==> config.mk <==
export PLATFORM = sky130hd
export DESIGN_NAME = bit_aligned_glyph_blit
export DESIGN_NICKNAME = d
export VERILOG_FILES = /design/src/sv/bagb_pkg.sv /design/src/sv/bagb_front.sv /design/src/sv/bagb_queue.sv /design/src/sv/bagb_back.sv /design/src/sv/bit_aligned_glyph_blit.sv
export SDC_FILE = /design/constraint.sdc
export NUM_CORES = 2
export LEC_CHECK = 0
export ABC_AREA = 0
export BUFFER_PORTS_ARGS = -buffer_cell sky130_fd_sc_hd__clkbuf_2
export CAP_MARGIN = 20
export CORE_ASPECT_RATIO = 0.8
export CORE_MARGIN = 4
export CORE_UTILIZATION = 60
export CTS_CLUSTER_DIAMETER = 60
export DETAILED_ROUTE_END_ITERATION = 7
export PLACE_DENSITY_LB_ADDON = 0.15
export SYNTH_ARGS = -nofsm -noshare
export SYNTH_HDL_FRONTEND = slang
export SYNTH_MEMORY_MAX_BITS = 65536
export SYNTH_SLANG_ARGS = --single-unit
==> constraint.sdc <==
create_clock -name clk -period 17.7 [get_ports clk]
set_clock_uncertainty 0.1 [all_clocks]
set_input_delay 1.77 -clock clk [delete_from_list [all_inputs] [get_ports clk]]
set_output_delay 1.77 -clock clk [all_outputs]
set_load 0.005 [all_outputs]
==> src/sv/bagb_pkg.sv <==
// Shared types and constants for the bit-aligned glyph blit.
`default_nettype none

package bagb_pkg;

  localparam int PADDR_W = 12;
  localparam int IN_W    = 64;
  localparam int OUT_W   = 24;

  localparam logic CMD_BLIT = 1'b0;
  localparam logic CMD_READ = 1'b1;

  localparam logic [1:0] CFG_PAGE_SELECT   = 2'd0;
  localparam logic [1:0] CFG_INSERT_CURSOR = 2'd1;
  localparam logic [1:0] CFG_DELETE_CURSOR = 2'd2;
  localparam logic [1:0] CFG_DIRECT_DRAW   = 2'd3;

  typedef struct packed {
    logic               is_read;
    logic [PADDR_W-1:0] addr;
    logic [7:0]         data;
    logic [3:0]         limit;
    logic [2:0]         offset;
    logic               last;
    logic               hi_ok;
    logic               in_page;
  } desc_t;

  typedef struct packed {
    logic [8:0] addr;
    logic [7:0] value;
    logic       last;
  } res_t;

endpackage

`default_nettype wire

==> src/sv/bagb_front.sv <==
// Front end: unpack an input word, reject or drop it, and build a descriptor.
`default_nettype none

module bagb_front import bagb_pkg::*; #(
  parameter int ROWS = 16,
  parameter int COLS = 128
) (
  input  wire logic [IN_W-1:0] s_tdata,
  input  wire logic            s_tuser,
  input  wire logic            insert_cursor,
  input  wire logic            delete_cursor,
  output desc_t                desc,
  output logic                 keep
);

  localparam int R8         = ROWS / 8;
  localparam int PAGE_BYTES = COLS * R8;

  logic signed [9:0] ys;
  logic signed [9:0] ymax;
  logic [8:0]        xu;
  logic [8:0]        wsum;
  logic [8:0]        wclip;
  logic [8:0]        xc;
  logic [6:0]        w;
  logic [6:0]        h;
  logic [3:0]        bpc;
  logic [5:0]        col;
  logic [2:0]        bk;
  logic [3:0]        nb;
  logic [7:0]        gbyte;
  logic [8:0]        ra;
  logic              x_bad;
  logic              step_bad;
  logic [PADDR_W-1:0] addr;
  logic [7:0]        data;

  always_comb begin
    w     = s_tdata[22:16];
    h     = s_tdata[29:23];
    bpc   = s_tdata[33:30];
    col   = s_tdata[39:34];
    bk    = s_tdata[42:40];
    gbyte = s_tdata[50:43];
    ra    = s_tdata[59:51];
    nb    = {1'b0, bk} + 4'd1;

    ys   = {{2{s_tdata[15]}}, s_tdata[15:8]};
    ymax = 10'(ROWS) - {3'b0, h};
    xu   = {1'b0, s_tdata[7:0]};
    wsum = xu + {2'b0, w};

    x_bad = s_tdata[7];
    wclip = {2'b0, w};
    if (wsum > 9'(COLS)) begin
      if (xu < 9'(COLS)) wclip = 9'(COLS) - xu;
      else x_bad = 1'b1;
    end

    if ({1'b0, bk} >= bpc) step_bad = 1'b1;
    else if (bk == 3'd0) step_bad = (h == 7'd0);
    else step_bad = ({1'b0, h} < ({2'b0, bk, 3'b0} + 8'd8));

    xc   = xu + {3'b0, col};
    addr = PADDR_W'(xc) * PADDR_W'(R8) + PADDR_W'(s_tdata[14:11]) + PADDR_W'(bk);

    data = gbyte;
    if (insert_cursor && col < 6'd2) data = ~data;
    if (delete_cursor) data = ~data;

    desc.is_read = (s_tuser == CMD_READ);
    desc.data    = data;
    desc.offset  = s_tdata[10:8];
    desc.limit   = (bk == 3'd0 && h < 7'd8) ? h[3:0] : 4'd8;
    desc.last    = (nb >= bpc) || ({1'b0, h} < ({1'b0, nb, 3'b0} + 8'd8));
    desc.hi_ok   = ({1'b0, addr} + (PADDR_W+1)'(1)) < (PADDR_W+1)'(PAGE_BYTES);
    desc.in_page = ({3'b0, ra} < PADDR_W'(PAGE_BYTES));
    desc.addr    = desc.is_read ? PADDR_W'(ra) : addr;

    keep = desc.is_read ||
           !(ys < 10'sd0 || ys > ymax || x_bad ||
             {3'b0, col} >= wclip || step_bad);
  end

endmodule

`default_nettype wire

==> src/sv/bagb_queue.sv <==
// Two-entry descriptor queue between the front and back ends.
`default_nettype none

module bagb_queue import bagb_pkg::*; (
  input  wire logic  clk,
  input  wire logic  rst,
  input  wire logic  push,
  input  desc_t      wdata,
  input  wire logic  pop,
  output desc_t      rdata,
  output logic       not_empty,
  output logic       not_full
);

  desc_t      entry [2];
  logic       wr_ptr;
  logic       rd_ptr;
  logic [1:0] count;

  assign rdata     = entry[rd_ptr];
  assign not_empty = (count != 2'd0);
  assign not_full  = (count != 2'd2);

  always_ff @(posedge clk) begin
    if (push) entry[wr_ptr] <= wdata;
  end

  always_ff @(posedge clk) begin
    if (rst) begin
      wr_ptr <= 1'b0;
      rd_ptr <= 1'b0;
      count  <= 2'd0;
    end else begin
      if (push) wr_ptr <= ~wr_ptr;
      if (pop) rd_ptr <= ~rd_ptr;
      count <= count + {1'b0, push} - {1'b0, pop};
    end
  end

endmodule

`default_nettype wire

==> src/sv/bagb_back.sv <==
// Back end: banked frame store, read-modify-write sequencer and result buffer.
`default_nettype none

module bagb_back import bagb_pkg::*; #(
  parameter int ROWS  = 16,
  parameter int COLS  = 128,
  parameter int PAGES = 2
) (
  input  wire logic clk,
  input  wire logic rst,
  input  desc_t     head,
  input  wire logic q_valid,
  output logic      pop,
  input  wire logic page_select,
  input  wire logic direct_draw,
  output logic      clearing,
  output logic      m_tvalid,
  input  wire logic m_tready,
  output res_t      m_res
);

  localparam int PAGE_BYTES = COLS * (ROWS / 8);
  localparam int STORE      = PAGES * PAGE_BYTES;
  localparam int SA_W       = $clog2(STORE);
  localparam int BI_W       = SA_W - 1;
  localparam int BANK_D     = 1 << BI_W;

  localparam logic [1:0] ST_CLR  = 2'd0;
  localparam logic [1:0] ST_IDLE = 2'd1;
  localparam logic [1:0] ST_WR   = 2'd2;

  logic [1:0]      state;
  logic [1:0]      state_next;
  logic [BI_W-1:0] clr_cnt;
  desc_t           cur;
  desc_t           sel;

  logic [7:0] ev_mem [BANK_D];
  logic [7:0] od_mem [BANK_D];
  logic [7:0] ev_q;
  logic [7:0] od_q;
  logic [BI_W-1:0] ev_a;
  logic [BI_W-1:0] od_a;
  logic [7:0] ev_wd;
  logic [7:0] od_wd;
  logic ev_we;
  logic od_we;

  logic [SA_W-1:0] base;
  logic [SA_W-1:0] phys;
  logic [BI_W-1:0] row;
  logic            lo_par;
  logic [7:0]      lo_b;
  logic [7:0]      hi_b;
  logic [7:0]      field;
  logic [15:0]     win;
  logic [15:0]     ins;
  logic [15:0]     nw;
  logic            two;
  logic            go;
  logic            ok_load;
  logic            take;
  logic [1:0]      n_res;
  logic [1:0]      cnt;
  res_t            r0;
  res_t            r1;
  res_t            slot0;
  res_t            slot1;

  assign clearing = (state == ST_CLR);
  assign pop      = (state == ST_IDLE) && q_valid;
  assign take     = m_tvalid && m_tready;
  assign ok_load  = (cnt == 2'd0) || (cnt == 2'd1 && m_tready);
  assign go       = (state == ST_WR) && ok_load;
  assign m_tvalid = (cnt != 2'd0);
  assign m_res    = slot0;

  always_comb begin
    base   = (PAGES > 1 && page_select) ? SA_W'(PAGE_BYTES) : '0;
    sel    = (state == ST_IDLE) ? head : cur;
    phys   = base + SA_W'(sel.addr);
    lo_par = phys[0];
    row    = phys[SA_W-1:1];

    lo_b  = lo_par ? od_q : ev_q;
    hi_b  = lo_par ? ev_q : od_q;
    field = 8'((9'd1 << cur.limit) - 9'd1);
    win   = {8'h00, field} << cur.offset;
    ins   = {8'h00, cur.data & field} << cur.offset;
    nw    = ({hi_b, lo_b} & ~win) | ins;

    if (clearing) begin
      ev_a  = clr_cnt;
      od_a  = clr_cnt;
      ev_wd = 8'h00;
      od_wd = 8'h00;
      ev_we = 1'b1;
      od_we = 1'b1;
    end else begin
      ev_a  = lo_par ? row + BI_W'(1) : row;
      od_a  = row;
      ev_wd = lo_par ? nw[15:8] : nw[7:0];
      od_wd = lo_par ? nw[7:0] : nw[15:8];
      ev_we = go && !cur.is_read && (!lo_par || cur.hi_ok);
      od_we = go && !cur.is_read && (lo_par || cur.hi_ok);
    end

    two      = !cur.is_read && cur.last && (cur.offset != 3'd0) && cur.hi_ok;
    r0.addr  = cur.addr[8:0];
    r0.value = cur.is_read ? (cur.in_page ? lo_b : 8'h00) : nw[7:0];
    r0.last  = !two;
    r1.addr  = cur.addr[8:0] + 9'd1;
    r1.value = nw[15:8];
    r1.last  = 1'b1;
    if (cur.is_read) n_res = 2'd1;
    else if (!direct_draw) n_res = 2'd0;
    else n_res = two ? 2'd2 : 2'd1;
  end

  always_ff @(posedge clk) begin
    if (ev_we) ev_mem[ev_a] <= ev_wd;
    ev_q <= ev_mem[ev_a];
  end

  always_ff @(posedge clk) begin
    if (od_we) od_mem[od_a] <= od_wd;
    od_q <= od_mem[od_a];
  end

  always_comb begin
    state_next = state;
    unique case (state)
      ST_CLR: begin
        if (clr_cnt == '1) state_next = ST_IDLE;
      end
      ST_IDLE: begin
        if (q_valid) state_next = ST_WR;
      end
      ST_WR: begin
        if (ok_load) state_next = ST_IDLE;
      end
      default: state_next = ST_CLR;
    endcase
  end

  always_ff @(posedge clk) begin
    if (pop) cur <= head;
    if (go) begin
      slot0 <= r0;
      slot1 <= r1;
    end else if (take) begin
      slot0 <= slot1;
    end
  end

  always_ff @(posedge clk) begin
    if (rst) begin
      state   <= ST_CLR;
      clr_cnt <= '0;
      cnt     <= 2'd0;
    end else begin
      state <= state_next;
      if (clearing) clr_cnt <= clr_cnt + BI_W'(1);
      if (go) cnt <= n_res;
      else if (take) cnt <= cnt - 2'd1;
    end
  end

  a_stall_holds: assert property (@(posedge clk) disable iff (rst)
    (state == ST_WR && !ok_load) |=> (state == ST_WR && $stable(cur)))
    else $error("stalled item changed before its write");

  a_clear_quiet: assert property (@(posedge clk) disable iff (rst)
    clearing |-> (cnt == 2'd0 && !pop))
    else $error("activity during clearing pass");

  a_no_idle_write: assert property (@(posedge clk) disable iff (rst)
    (state == ST_IDLE) |-> !(ev_we || od_we))
    else $error("store written outside write step");

  a_cnt_range: assert property (@(posedge clk) disable iff (rst)
    go |=> (cnt <= 2'd2))
    else $error("result buffer overfilled");

endmodule

`default_nettype wire

==> src/sv/bit_aligned_glyph_blit.sv <==
// Top level of the bit-aligned glyph blit: config registers and stream ports.
//
//  channel  dir  handshake          payload
//  s        in   s_tvalid/s_tready  s_tdata (blit/read fields), s_tuser (cmd)
//  m        out  m_tvalid/m_tready  m_tdata (buf_addr, buf_byte), m_tlast
//  cfg      in   cfg_valid/cfg_ready cfg_index, cfg_data
//
// In the back end an item is read from both banks of the even/odd split store
// in the idle state, then written back with the result buffer loaded in the write state.
// A blit reporting two bytes holds the buffer until both output words are taken.
// After reset a clearing pass zeroes the store, one row of both banks per
// cycle, with s_tready low meanwhile.
// The two-entry queue lets the front keep accepting while the back stalls, until it fills.
`default_nettype none

module bit_aligned_glyph_blit import bagb_pkg::*; #(
  parameter int ROWS  = 16,
  parameter int COLS  = 128,
  parameter int PAGES = 2
) (
  input  wire logic             clk,
  input  wire logic             rst,
  input  wire logic             s_tvalid,
  output logic                  s_tready,
  // pos_x[7:0] pos_y[15:8] glyph_width[22:16] glyph_height[29:23]
  // bytes_per_col[33:30] col_index[39:34] byte_index[42:40]
  // glyph_byte[50:43] read_addr[59:51], zero above
  input  wire logic [IN_W-1:0]  s_tdata,
  // cmd
  input  wire logic             s_tuser,
  output logic                  m_tvalid,
  input  wire logic             m_tready,
  // buf_addr[8:0] buf_byte[16:9], zero above
  output logic [OUT_W-1:0]      m_tdata,
  output logic                  m_tlast,
  input  wire logic             cfg_valid,
  output logic                  cfg_ready,
  input  wire logic [1:0]       cfg_index,
  input  wire logic             cfg_data
);

  logic  page_select;
  logic  insert_cursor;
  logic  delete_cursor;
  logic  direct_draw;
  desc_t f_desc;
  desc_t q_head;
  logic  f_keep;
  logic  q_not_empty;
  logic  q_not_full;
  logic  pop;
  logic  clearing;
  logic  push;
  res_t  m_res;

  assign cfg_ready = 1'b1;
  assign s_tready  = q_not_full && !clearing;
  assign push      = s_tvalid && s_tready && f_keep;
  assign m_tdata   = {7'b0, m_res.value, m_res.addr};
  assign m_tlast   = m_res.last;

  always_ff @(posedge clk) begin
    if (rst) begin
      page_select   <= 1'b0;
      insert_cursor <= 1'b0;
      delete_cursor <= 1'b0;
      direct_draw   <= 1'b0;
    end else if (cfg_valid && cfg_ready) begin
      unique case (cfg_index)
        CFG_PAGE_SELECT:   page_select   <= cfg_data;
        CFG_INSERT_CURSOR: insert_cursor <= cfg_data;
        CFG_DELETE_CURSOR: delete_cursor <= cfg_data;
        CFG_DIRECT_DRAW:   direct_draw   <= cfg_data;
        default: ;
      endcase
    end
  end

  bagb_front #(
    .ROWS (ROWS),
    .COLS (COLS)
  ) u_front (
    .s_tdata       (s_tdata),
    .s_tuser       (s_tuser),
    .insert_cursor (insert_cursor),
    .delete_cursor (delete_cursor),
    .desc          (f_desc),
    .keep          (f_keep)
  );

  bagb_queue u_queue (
    .clk       (clk),
    .rst       (rst),
    .push      (push),
    .wdata     (f_desc),
    .pop       (pop),
    .rdata     (q_head),
    .not_empty (q_not_empty),
    .not_full  (q_not_full)
  );

  bagb_back #(
    .ROWS  (ROWS),
    .COLS  (COLS),
    .PAGES (PAGES)
  ) u_back (
    .clk         (clk),
    .rst         (rst),
    .head        (q_head),
    .q_valid     (q_not_empty),
    .pop         (pop),
    .page_select (page_select),
    .direct_draw (direct_draw),
    .clearing    (clearing),
    .m_tvalid    (m_tvalid),
    .m_tready    (m_tready),
    .m_res       (m_res)
  );

endmodule

`default_nettype wire

# ---- Word-level counts from Yosys, hierarchy flattened
# Memory sizes are Yosys's and may differ from the RTL's. A register that Yosys moved wholly into a read port is not among the register bits.
# Index checks and enable logic that the tools add are counted.
dict set report word_totals {
  regBits 83
  ram_bits 4158
  input_bits 73
  output_inout_bits 28
  word_cells 166
  n_memories 3
}
# name depth width rd rd_clocked_by_memory_dff write_ports line_no
set mem_list {}
lappend mem_list {u_back.ev_mem 256 8 1 1 1 bagb_back.sv:38} ;# logic [7:0] ev_mem [BANK_D];
lappend mem_list {u_back.od_mem 256 8 1 1 1 bagb_back.sv:39} ;# logic [7:0] od_mem [BANK_D];
lappend mem_list {u_queue.entry 2 31 1 1 1 bagb_queue.sv:15} ;# desc_t entry [2];
dict set report op_classes {
  addsub 18
  order_cmp 13
  eq_ne 11
  shifts 3
  n_mux 44
  n_bitwise 8
  n_reduce_logical 43
}
# cell count
set ops {}
lappend ops {{8-bit two-way mux} 13}
lappend ops {{18-bit two-way mux} 2}
lappend ops {{8-bit by 3-bit left shift with 16-bit output} 2}
lappend ops {{27-bit two-way mux} 1}
lappend ops {{9-bit two-way mux} 3}
lappend ops {{8-bit by 1-bit adder with 8-bit output (second input constant)} 2}
lappend ops {{16-bit AND} 1}
lappend ops {{7-bit by 8-bit less-than comparator with 1-bit output} 2}
lappend ops {{2-bit two-way mux} 8}
lappend ops {{16-bit inverter} 1}
lappend ops {{8-bit inverter} 2}
lappend ops {{16-bit bitwise OR} 1}
lappend ops {{1-bit logical AND} 15}
lappend ops {{1-bit two-way mux} 14}
lappend ops {{12-bit by 1-bit adder with 13-bit output (second input constant)} 1}
lappend ops {{13-bit by 9-bit less-than comparator with 1-bit output (second input constant)} 1}
lappend ops {{12-bit by 3-bit adder with 12-bit output} 1}
lappend ops {{12-bit two-way mux} 1}
lappend ops {{10-bit by 4-bit adder with 11-bit output} 1}
lappend ops {{8-bit by 6-bit adder with 9-bit output} 1}
lappend ops {{8-bit by 7-bit adder with 9-bit output} 1}
lappend ops {{9-bit by 1-bit adder with 9-bit output (second input constant)} 1}
lappend ops {{9-bit adder} 1}
lappend ops {{6-bit by 9-bit >= comparator with 1-bit output} 1}
lappend ops {{37 further kinds} 63}

# ---- Longest topological paths before layout
dict set report logic_depth {
  depth_word 11
  depth_mapped 27
  depth_no_buf 26
}

# ---- By module
# A second synthesis with hierarchy kept.
dict set report unflattened {
  hier_cells 10384
  hier_area_um2 170339.6
}
# mod instances cells_each area_each_um2 seq_area_each_um2
set by_module_without_submodules {}
lappend by_module_without_submodules {bagb_back 1 9946 165377.4 125450.3}
lappend by_module_without_submodules {bagb_queue 1 117 2461.1 1961.9}
lappend by_module_without_submodules {bagb_front 1 292 2237.1 0.0}
lappend by_module_without_submodules {bit_aligned_glyph_blit 1 29 264.0 80.1}

# ---- Least setup slack after synthesis
# OpenSTA, ideal clock, no wires.
dict set report synth_timing {
  path_type {register -> register}
  startpoint {reg u_back.cur[8] in the netlist's numbering}
  endpoint {mem u_back.ev_mem[0][1] (data pin)}
  setup_time_ns 2.247
  t_arrival_ns 13.047
  t_required_ns 15.353
  setup_slack_ns 2.306
  stages_incl_launch_ff 15
  path_buffers 1
  synth_period_minus_slack_ns 15.394
  cell_sequence {edfxtp_1 -> clkbuf_1 -> nor4_1 -> inv_1 -> ha_1 -> nor3_1 -> mux2i_1 -> o21ai_0 -> nand2_1 -> o21a_1 -> mux2i_1 -> a21oi_1 -> a21oi_1 -> nor2_1 -> a211oi_1}
}
dict set report synth_via {
  elab_chain_len 8
  word_cells_on_any_way 10
  classes_between {add/sub (1); shift (3); mux (2); bitwise (4)}
}
# element line_no
set synth_rtl {}
lappend synth_rtl {{from (decl)} bagb_back.sv:35} ;# desc_t cur;
lappend synth_rtl {{from (signal assigned)} bagb_back.sv:147} ;# if (pop) cur <= head;
lappend synth_rtl {{1-bit by 4-bit left shift with 8-bit output (*)} bagb_back.sv:87} ;# field = 8'((9'd1 << cur.limit) - 9'd1);
lappend synth_rtl {{8-bit by 1-bit subtractor with 8-bit output (*)} bagb_back.sv:87}
lappend synth_rtl {{8-bit by 3-bit left shift with 16-bit output} bagb_back.sv:88} ;# win = {8'h00, field} << cur.offset;
lappend synth_rtl {{16-bit inverter} bagb_back.sv:90} ;# nw = ({hi_b, lo_b} & ~win) | ins;
lappend synth_rtl {{16-bit AND} bagb_back.sv:90}
lappend synth_rtl {{16-bit bitwise OR (*)} bagb_back.sv:90}
lappend synth_rtl {{named net u_back.nw[9]} bagb_back.sv:58} ;# logic [15:0] nw;
lappend synth_rtl {{8-bit two-way mux (*)} bagb_back.sv:102} ;# ev_wd = lo_par ? nw[15:8] : nw[7:0];
lappend synth_rtl {{8-bit two-way mux (*)} bagb_back.sv:92} ;# if (clearing) begin
lappend synth_rtl {{named net u_back.ev_wd[1]} bagb_back.sv:44} ;# logic [7:0] ev_wd;
lappend synth_rtl {{to (decl)} bagb_back.sv:38}
# Mark *: on every way through the listed nets, which the timed path passes. The rest lies on a longest branch.

# ---- Final worst setup path
dict set report layout_timing {
  startpoint {reg u_back.state[0]}
  endpoint {reg u_back.od_q[2] (read register of u_back.od_mem)}
}
dict set report layout_via {
  elab_chain_len 4
  word_cells_on_any_way 5
  classes_between {add/sub (1); eq/ne (1); mux (2); reduce/logical (1)}
}
# element line_no
set layout_rtl {}
lappend layout_rtl {{from (decl)} bagb_back.sv:32} ;# logic [1:0] state;
lappend layout_rtl {{from (signal assigned)} bagb_back.sv:162} ;# state <= state_next;
lappend layout_rtl {{2-bit by 1-bit == test with 1-bit output} bagb_back.sv:80} ;# sel = (state == ST_IDLE) ? head : cur;
lappend layout_rtl {{27-bit two-way mux} bagb_back.sv:80}
lappend layout_rtl {{9-bit adder} bagb_back.sv:81} ;# phys = base + SA_W'(sel.addr);
lappend layout_rtl {{8-bit two-way mux (*)} bagb_back.sv:92}
lappend layout_rtl {{to (decl)} bagb_back.sv:41} ;# logic [7:0] od_q;
# Mark *: on every way between the ends. The rest lies on a longest branch, timed or not.
# A chain may end at the register's enable or synchronous reset.

==> flow_summary.toml <==
[outcome]
outcome = "finished clean"

[synthesis]
yosysMostFrequentCell = "edfxtp_1"
netlist_top_cells_count = "edfxtp_1 (4,215), nand2_1 (3,626), nand3_1 (1,367)"
synthTopCellsByArea = "edfxtp_1 (72%), nand2_1 (7.8%), nand3_1 (3.9%), a311oi_1 (2.8%), and3_1 (1.4%)"
ys_warn_count = 0
synth_cell_types = 89
synthAdderAreaFrac_pct = 0.481
syn-cell-area_mm2 = 0.175
synthCells = 13500
synth_edf_count = 4215
synth_compound_area_share_pct = 6.84
muxShareOfSynthArea_pct = 1.37
ys_async_sr_fraction_pct = 0
synth-seq-cells = 4252
avgSynthCellArea_um2 = 12.9
synth_seq_area_share_pct = 72.9
synth_flop_cell = "edfxtp_1"
synth_top_family_by_area = "simple AND/OR/NAND/NOR gates"
post-synth-top-area-fraction_pct = 72.4
synth_top_area_cell = "edfxtp_1"
synth-xor-area-share_pct = 0.324
synth-simple-area-share_pct = 15.3

[worst_setup_path]
cp_slowest_cell = "o41ai_1"
crit_family = "buffers and inverters"
worstSetupStartpointType = "flip-flop"
cp.required_ns = 18.27
worst-path-buf-inv = 4
path_max_fanout = 127
crit_path_frequent_cell = "buf_4"
reg2reg_slack_ns = 10.23
rr_worst_depth = 13
worst_path_largest_cell_delay_ns = 0.80
cp-end-kind = "flip-flop"
r2r-start = "u_back.state[0]"
path_cells = "nor2b_4 -> mux2_2 -> a21o_4 -> buf_12 -> buf_4 -> buf_4 -> buf_4 -> and3_1 -> a311oi_1 -> a31oi_1 -> o22ai_1 -> o41ai_1 -> nand4_1"
r2r-end = "u_back.od_q[2]"
crit_arrival_ns = 8.04
criticalPathCategory = "flip-flop to flip-flop"

[global_route]
grt_pass1_vias = 107000
grt_max_degree = 217
grt_usage_pct = 31.2
grt-ovfl-total = 0
grt_pass1_wl_mm = 702
grt_antenna_before_repair = 26

[clock_network]
clkTransAtPathRegs_ns = 0.07
cts-root-buf = "clkbuf_16"
clockBufferDepth = 4
ctsHoldBuffers = 0
clock_sinks = 4252
post_cts_resized = 0
cts_max_level = 5
postCtsSetupRepairBufs = 0
tritoncts = "yes"
clock_latency_ns = 0.93
numCtsBuffers = 402

[sta]
finalSetupViolations = 0
fin_crit_ns = 7.47
drv_slew = 0
finalHoldViolCount = 0
final.period_utilization_pct = 42.2
tightest_slew_ns = 1.31
max_slew_margin_pct = 11.9
setup_tns_ns = 0
max_freq_mhz = 134
rsz0062_at_grt = "false"

[power_and_ir_drop]
p_leak_nw = 69.8
swShare_pct = 22.2
p_int_mw = 16.1
peakVddDrop_mv = 0.0867
p_switching_mw = 4.60
pwr-share-seq_pct = 52.9
share_comb_of_total_power_pct = 5.7
power.density_mw_per_mm2 = 108
pwr-share-clk_pct = 41.3

[final_layout]
drive_gt1_share_pct = 7.87
instances_no_fill = 17400
seq_area_mm2 = 0.127
syn_to_final_growth_pct = 9.36
n_fill_cell = 20100
final_cell_area_mm2 = 0.191
multi_input_area_mm2 = 0.0428
fin_util_pct = 66.2
layout.nets = 13400

[floorplanning]
io_pins = 101
die_height_um = 491
rows = 176
initial_utilization_pct = 60.5
die_area_mm2 = 0.300
core_mm2 = 0.289
dieWidth_um = 611

[placement]
dp.cells = 16700
port-buffer-count = 88
dpl-instance-area_mm2 = 0.178
routabilityCongestion = 0.918
hpwl_mm = 275

[drt]
wire_per_inst_um = 27.5
dr_total_vias = 115000
routed_wl_mm = 479
dr.pass1.iters = 8
drtIter0Drc = 18000
vias_per_cell = 6.58
drc = 0
ant_nets = 0

[hold_path]
holdPathEnd = "u_back.cnt[1]"
hold_depth = 2
min_path_type = "flip-flop to flip-flop"
min_from = "u_back.cnt[1]"

[flow_run]
drv_cap = 0
[kinds of logic (layout without fill, tap and decap cells)]
family,count (synthesis),after routing
simple gates,6236,6236
flops,4252,4252
compound gates,1570,1570
buf+inv,1087,1175
mux,222,222
fa+ha+maj,65,65
xor+xnor,63,63
other cells,2,15
[routing by layer]
layer / global-route usage, % / share of wire, % / wire length [µm] / up-vias
li1: - / - / - / 49700
met1: 47.1 / 40 / 190000 / 56600
met2: 44.3 / 43 / 206000 / 7247
met3: 8.63 / 14 / 66200 / 1053
met4: 9.67 / 3.4 / 16500 / 16
met5: 0.383 / 0.070 / 334 / -
[area by class of cell]
class / instances / share of cell area (%)
multi-input cells: 8164 / 22.4
inverters: 95 / 0.187
clock buffers: 497 / 5.59
repair buffers: 346 / 1.48
flip-flops and latches: 4252 / 66.6
clock inverters: 237 / 1.19
diodes: 7 / 0.00917
well taps: 3827 / 2.51
[state kept, by name, summed over array words and instances, names as in the netlist, 2 cells and up, named ones only]
name	count
u_back.od_mem	2048
u_back.ev_q	8
u_back.slot1	17
u_queue.count	2
u_back.m_res	18
u_back.ev_mem	2048
u_back.od_q	8
u_back.cnt	2
u_back.cur	28
u_queue.entry	56
u_back.clr_cnt	8
u_back.state	2
[how the worst max path moves through the flow]
| stage | start | endpoint | cells past startpoint |
|---|---|---|---|
| after floorplan | u_back.cur[8] | u_back.ev_mem[0][1] | 14 |
| after global placement | u_back.state[0] | u_back.ev_q[5] | 15 |
| after detailed placement | u_back.cur[9] | u_back.ev_mem[6][6] | 16 |
| after CTS | u_back.cur[9] | u_back.ev_mem[23][6] | 16 |
| after global routing | u_back.state[0] | u_back.ev_q[6] | 12 |
| final | u_back.state[0] | u_back.od_q[2] | 13 |
[placed cells by master, fill, tap and decap left out, types with 78 or more instances in the layout]
cell and n:
edfxtp_1 4215, and3_1 400, nand2_1 3623, clkbuf_16 411, clkbuf_1 78, buf_4 214, mux2i_1 161, o21ai_0 108
a311oi_1 562, inv_1 94, nor2_1 604, clkinv_1 82, clkbuf_2 91, a31oi_1 226, a211oi_1 219, a21oi_1 118
nand3_1 1358, nor3_1 81
[worst reg2reg max path, cell delays in order (launching register included)]
cell      delay (ns)
dfxtp_1         0.71
nor2b_4         0.60
mux2_2          0.45
a21o_4          0.62
buf_12          0.53
buf_4           0.84
buf_4           0.52
buf_4           0.63
and3_1          0.29
a311oi_1        0.09
a31oi_1         0.36
o22ai_1         0.28
o41ai_1         0.80
nand4_1         0.42
[power groups by stage]
stage	sequential, mW	clock [mW]	combinational [mW]
4_1_cts	10.9	8.60	1.15
3_3_place_gp	11.2	0	1.13
5_1_grt	10.9	9.03	1.25
2_1_floorplan	11.1	0	0.753
3_5_place_dp	11.2	0	1.15
6_report	10.9	8.55	1.18
[stage by stage]
stage | hold slack (ns) | total power, mW | setup slack (ns)
2_1_floorplan | 0.361 | 11.9 | 2.31
3_5_place_dp | 0.399 | 12.3 | 10.38
6_report | 0.408 | 20.7 | 10.23
5_1_grt | 0.429 | 21.2 | 10.08
4_1_cts | 0.409 | 20.7 | 10.32
3_3_place_gp | 0.387 | 12.3 | 10.53
(Power assumes the default switching activity.)
